==> src/sv/bis_pkg.sv <==
// Package with the constants, types and codes shared by the bilinear image scaler.
`timescale 1ns / 1ps

package bis_pkg;

   localparam int MAX_SRC_WIDTH  = 512;
   localparam int MAX_SRC_HEIGHT = 512;
   localparam int FRAC_BITS      = 16;

   localparam int COL_BITS   = $clog2(MAX_SRC_WIDTH);
   localparam int ROW_BITS   = $clog2(MAX_SRC_HEIGHT);
   localparam int ADDR_BITS  = $clog2(MAX_SRC_WIDTH * MAX_SRC_HEIGHT);
   localparam int DEPTH      = MAX_SRC_WIDTH * MAX_SRC_HEIGHT;
   localparam int SW_BITS    = $clog2(MAX_SRC_WIDTH + 1);
   localparam int SH_BITS    = $clog2(MAX_SRC_HEIGHT + 1);
   localparam int SIZE_BITS  = (SW_BITS > SH_BITS) ? SW_BITS : SH_BITS;
   localparam int STEP_BITS  = SIZE_BITS + FRAC_BITS;
   localparam int VIEW_BITS  = 10;
   localparam int COORD_BITS = 13;
   localparam int POS_BITS   = COORD_BITS + STEP_BITS;
   localparam int IP_BITS    = POS_BITS - FRAC_BITS;
   localparam int WX_BITS    = FRAC_BITS + 1;
   localparam int W_BITS     = 2 * FRAC_BITS + 1;
   localparam int ACC_BITS   = W_BITS + 8 + 2;
   localparam int CSR_BITS   = 13;

   typedef enum logic [2:0] {
      REG_SRC_WIDTH   = 3'd0,
      REG_SRC_HEIGHT  = 3'd1,
      REG_VIEW_X      = 3'd2,
      REG_VIEW_Y      = 3'd3,
      REG_VIEW_WIDTH  = 3'd4,
      REG_VIEW_HEIGHT = 3'd5,
      REG_DST_WIDTH   = 3'd6,
      REG_DST_HEIGHT  = 3'd7
   } reg_index_type;

   typedef enum logic [2:0] {
      ST_IDLE,
      ST_POS,
      ST_WGT,
      ST_RD0,
      ST_RD1,
      ST_RD2,
      ST_RD3,
      ST_ACC_DONE
   } state_type;

   typedef struct packed {
      logic       take;
      logic       capture;
      logic       pos_en;
      logic       wgt_en;
      logic       rd_en;
      logic [1:0] rd_idx;
      logic       out_load;
   } cmd_type;

   typedef struct packed {
      logic req_hit;
      logic div_busy;
      logic out_free;
      logic acc_busy;
   } status_type;

endpackage

==> src/sv/bis_ctrl.sv <==
// Controller state machine that sequences one request through the datapath.
`timescale 1ns / 1ps

module bis_ctrl (
   input  logic                   clock,
   input  logic                   reset,
   input  logic                   req_valid,
   output logic                   req_stall,
   input  bis_pkg::status_type    status,
   output bis_pkg::cmd_type       cmd
);

   bis_pkg::state_type state_ff, state_in;

   always_ff @(posedge clock) begin
      if (reset) begin
         state_ff <= bis_pkg::ST_IDLE;
      end else begin
         state_ff <= state_in;
      end
   end

   always_comb begin
      state_in   = state_ff;
      cmd        = '0;
      req_stall  = 1'b1;
      unique case (state_ff)
         bis_pkg::ST_IDLE: begin
            req_stall = status.div_busy;
            if (req_valid && !status.div_busy) begin
               cmd.take = 1'b1;
               if (status.req_hit) begin
                  cmd.capture = 1'b1;
                  state_in    = bis_pkg::ST_POS;
               end
            end
         end
         bis_pkg::ST_POS: begin
            cmd.pos_en = 1'b1;
            state_in   = bis_pkg::ST_WGT;
         end
         bis_pkg::ST_WGT: begin
            cmd.wgt_en = 1'b1;
            state_in   = bis_pkg::ST_RD0;
         end
         bis_pkg::ST_RD0: begin
            cmd.rd_en  = 1'b1;
            cmd.rd_idx = 2'd0;
            state_in   = bis_pkg::ST_RD1;
         end
         bis_pkg::ST_RD1: begin
            cmd.rd_en  = 1'b1;
            cmd.rd_idx = 2'd1;
            state_in   = bis_pkg::ST_RD2;
         end
         bis_pkg::ST_RD2: begin
            cmd.rd_en  = 1'b1;
            cmd.rd_idx = 2'd2;
            state_in   = bis_pkg::ST_RD3;
         end
         bis_pkg::ST_RD3: begin
            cmd.rd_en  = 1'b1;
            cmd.rd_idx = 2'd3;
            state_in   = bis_pkg::ST_ACC_DONE;
         end
         bis_pkg::ST_ACC_DONE: begin
            if (!status.acc_busy && status.out_free) begin
               cmd.out_load = 1'b1;
               state_in     = bis_pkg::ST_IDLE;
            end
         end
         default: begin
            state_in = bis_pkg::ST_IDLE;
         end
      endcase
   end

endmodule

==> config.mk <==
export PLATFORM = sky130hd
export DESIGN_NAME = bis_ctrl
export DESIGN_NICKNAME = d
export VERILOG_FILES = /design/src/sv/bis_pkg.sv /design/src/sv/bis_ctrl.sv
export SDC_FILE = /design/constraint.sdc
export NUM_CORES = 1
export LEC_CHECK = 0
export BUFFER_PORTS_ARGS = -buffer_cell sky130_fd_sc_hd__buf_4
export CORE_AREA = 4 4 41 43
export DETAILED_ROUTE_END_ITERATION = 7
export DIE_AREA = 0 0 45 47
export SETUP_SLACK_MARGIN = 0.4
export SLEW_MARGIN = 20
export SYNTH_ARGS = -nofsm -noshare
export SYNTH_HDL_FRONTEND = slang
export SYNTH_SLANG_ARGS = --single-unit
==> constraint.sdc <==
create_clock -name clock -period 1.1 [get_ports clock]
set_clock_uncertainty 0.15 [all_clocks]
set_input_delay 0.165 -clock clock [delete_from_list [all_inputs] [get_ports clock]]
set_output_delay 0.165 -clock clock [all_outputs]
set_load 0.05 [all_outputs]
==> out/results.tsv <==
stage	metric	value	unit
status	status	complete, but fails checks	
status	failing checks	hold timing, setup timing	
place	I/O Buffers	15	
critical_path	Reg2Reg Launch Point	state_ff[2]	
critical_path	Worst Setup SP	state_ff[1]	
sta	Fin Setup TNS	-3367	ps
grt	largest net degree at the start of global routing	8	
critical_path	Critical Path Sink	cmd[6]	
critical_path	arrival time worst endpoint	1250	ps
critical_path	CP Class	flop to output pin	
die	die width	45	µm
grt	first-pass GRT wire length	1290	µm
sta	final worst path period share	142.3	%
yosys	Synth Register Bits	3	
drt	DR vias/cell	4.319	
clock_tree	Sinks on Clock Net	3	
place	placer congestion estimate	0.6859	
yosys	Synth area leader	dfxtp_1	
clock_tree	CTS tree	built	
min_path	hold path start	reset	
critical_path	Worst Setup End Kind	output pin	
sta	final setup vio count	11	
yosys	Ys Warns	0	
critical_path	Critical Path Fanout Max	3	
power	Reg power frac	21.2	%
power	sw frac	34.09	%
clock_tree	Worst-Skew Late Latency	230	ps
min_path	HP Class	primary input to flop	
finish	Post-Route Utilization	50.48	%
sta	Final Hold Vio Count	2	
yosys	syn nets	35	
drt	Starting DRT DRC Count	8	
clock_tree	Num CTS Buffers	3	
place	DP Worst Slack	-253.7	ps
drt	via count	311	
sta	post-route setup slack	-464.9	ps
drt	Total Wirelength	805	µm
finish	Ant. Diodes	0	
critical_path	CP required	780	ps
drt	Routed Antenna Nets	0	
finish	layout cell share with drive strength beyond 1	85.96	%
sta	Fin Hold WS	-35.26	ps
yosys	Post-Syn Instances	28	
grt	initial antenna violation count	0	
yosys	EDFF count, synth	0	
critical_path	worst r2r path cells	4	
finish	Regs by FF count	state_ff (3)	
power	combinational share of power	45.6	%
sta	fmax	639.0	MHz
drt	drt first pass iters	4	
sta	RSZ-0062 raised after global routing	yes	
power	VDD IR max	0.0004797	V
clock_tree	Clock Path Buffers	2	
yosys	Main synth FF type	dfxtp_1	
yosys	synthesized area per cell	9.652	µm²
sta	Slew headroom	82.00	%
clock_tree	htree depth	1	
yosys	Seq/Total Area, Yosys	22.22	%
sta	Final Max Slew Viols	0	
sta	Min Clock Period, post-route	1565	ps
yosys	ranking of synthesized cells by area	dfxtp_1, buf_6, nor4_4	
die	die height	47	µm
power	overall power	0.0005841	W
power	Power Internal	0.0003850	W
place	DP HPWL	587.7	µm
yosys	top-area cell type share of the netlist area	22.22	%
drt	Remaining DRCs	0	
yosys	top-count cell post-synth	dfxtp_1	
critical_path	flop-to-flop setup slack	-40	ps
grt	GR Util All Layers	8.294	%
power	leakage	0.3068	nW
power	net switching power	0.0001991	W
yosys	count of different cell masters after synthesis	20	
power	Power Density	889.2	nW/µm²
power	Clock power frac	33.1	%
yosys	cell area after synthesis	270.3	µm²
finish	Area Growth Syn to Fin	143.1	%
critical_path	Worst R2R End	state_ff[2]	
clock_tree	root buffer cell	clkbuf_4	
finish	nets	65	
die	full die area	2115	µm²
run	Max Cap Viol	0	
drt	Avg WL per Cell	11.18	µm
die	Initial Util	20.77	%
finish	Top reg by flops	state_ff	
die	I/O Pins	16	
grt	vias in the first global route	315	
critical_path	Worst Setup Start Kind	flop	
die	core area	1301	µm²
finish	max FFs per register	3	
sta	worst slew pin tran	268.0	ps
yosys	ys async rst share	0	%
clock_tree	Worst-path clk slew	40	ps
grt	total gr overflow	0	
die	Cell Rows	13	
==> worst max-delay path, stage by stage, from the launching register on <==
cell and delay [ps]:
dfxtp_2 330, nor4_4 310, and3_4 240, buf_8 140
==> metrics by stage <==
step / hold slack (ps) / instances / cell area, µm²
2_1_floorplan: 77.30 / 28 / 342.8
3_3_place_gp: 202.0 / 65 / 511.7
3_5_place_dp: 203.6 / 65 / 511.7
4_1_cts: -44.17 / 70 / 626.9
5_1_grt: -32.50 / 72 / 656.9
6_report: -35.26 / 72 / 656.9
==> what timing repair did <==
item | CTS | global route
pin swaps | 7 | 3
hold endpoints to repair | 2 | 1
endpoints found under the setup margin | 12 | 12
gates resized for setup | 22 | 4
setup buffers | 1 | 2
==> cell families (layout without fill, tap and decap cells) <==
group / count (synthesis) / count (layout) / share of synthesized area [%]
AOI/OAI and AO/OA: 5 / 5 / 18.52
buffers and inverters: 5 / 34 / 13.89
and+or+nand+nor: 13 / 13 / 38.88
DFF: 3 / 3 / 22.22
xor gates and xnor gates: 2 / 2 / 6.483
==> worst min path at each step <==
stage | end | slack [ps] | depth (start not counted)
floorplan | state_ff[2] | 80 | 1
global placement | state_ff[2] | 200 | 2
detailed placement | state_ff[2] | 200 | 2
CTS | state_ff[2] | -40 | 2
global route | state_ff[2] | -30 | 2
finish | state_ff[2] | -40 | 2
==> layer usage <==
| metal | global-route usage (%) | share of wire (%) | up-vias |
|---|---|---|---|
| li1 | - | - | 155 |
| met1 | 9.773 | 41 | 145 |
| met2 | 14.12 | 52 | 11 |
| met3 | 2.299 | 6.7 | 0 |
| met4 | 3.509 | 0 | 0 |
| met5 | 0 | 0 | - |
==> power by group through the flow <==
stage / Sequential (W) / Combinational (W) / Clock, W
6_report: 0.000124 / 0.000266 / 0.000194
5_1_grt: 0.000125 / 0.000281 / 0.000210
4_1_cts: 0.000124 / 0.000257 / 0.000201
3_5_place_dp: 0.000128 / 0.000225 / 0
3_3_place_gp: 0.000127 / 0.000223 / 0
2_1_floorplan: 0.000126 / 0.000153 / 0
==> placed cells by master, fill, tap and decap left out <==
cell       n
and4_4     1
inv_1      1
buf_8      6
a21oi_1    1
clkbuf_4   3
o21bai_1   1
buf_6      9
dfxtp_4    2
nand2_4    1
nor3_2     1
buf_4     13
o32ai_2    1
nor2b_1    1
nor2b_4    1
and2_4     2
dfxtp_2    1
inv_2      1
a31oi_1    1
nand2b_4   1
nor3b_4    2
clkbuf_1   1
xor2_1     1
nor4_4     1
nand2b_1   1
xnor2_4    1
a311oi_2   1
and3_4     1
==> layout make-up <==
class / instances / area [µm²]
fill: 119 / 644.4
timing repair buffer: 28 / 289.0
multi-input combinational: 20 / 246.5
sequential: 3 / 68.82
clock buffer: 4 / 26.28
tap: 15 / 18.77
inverter: 2 / 7.507
Power figures use the tool's default switching activity.
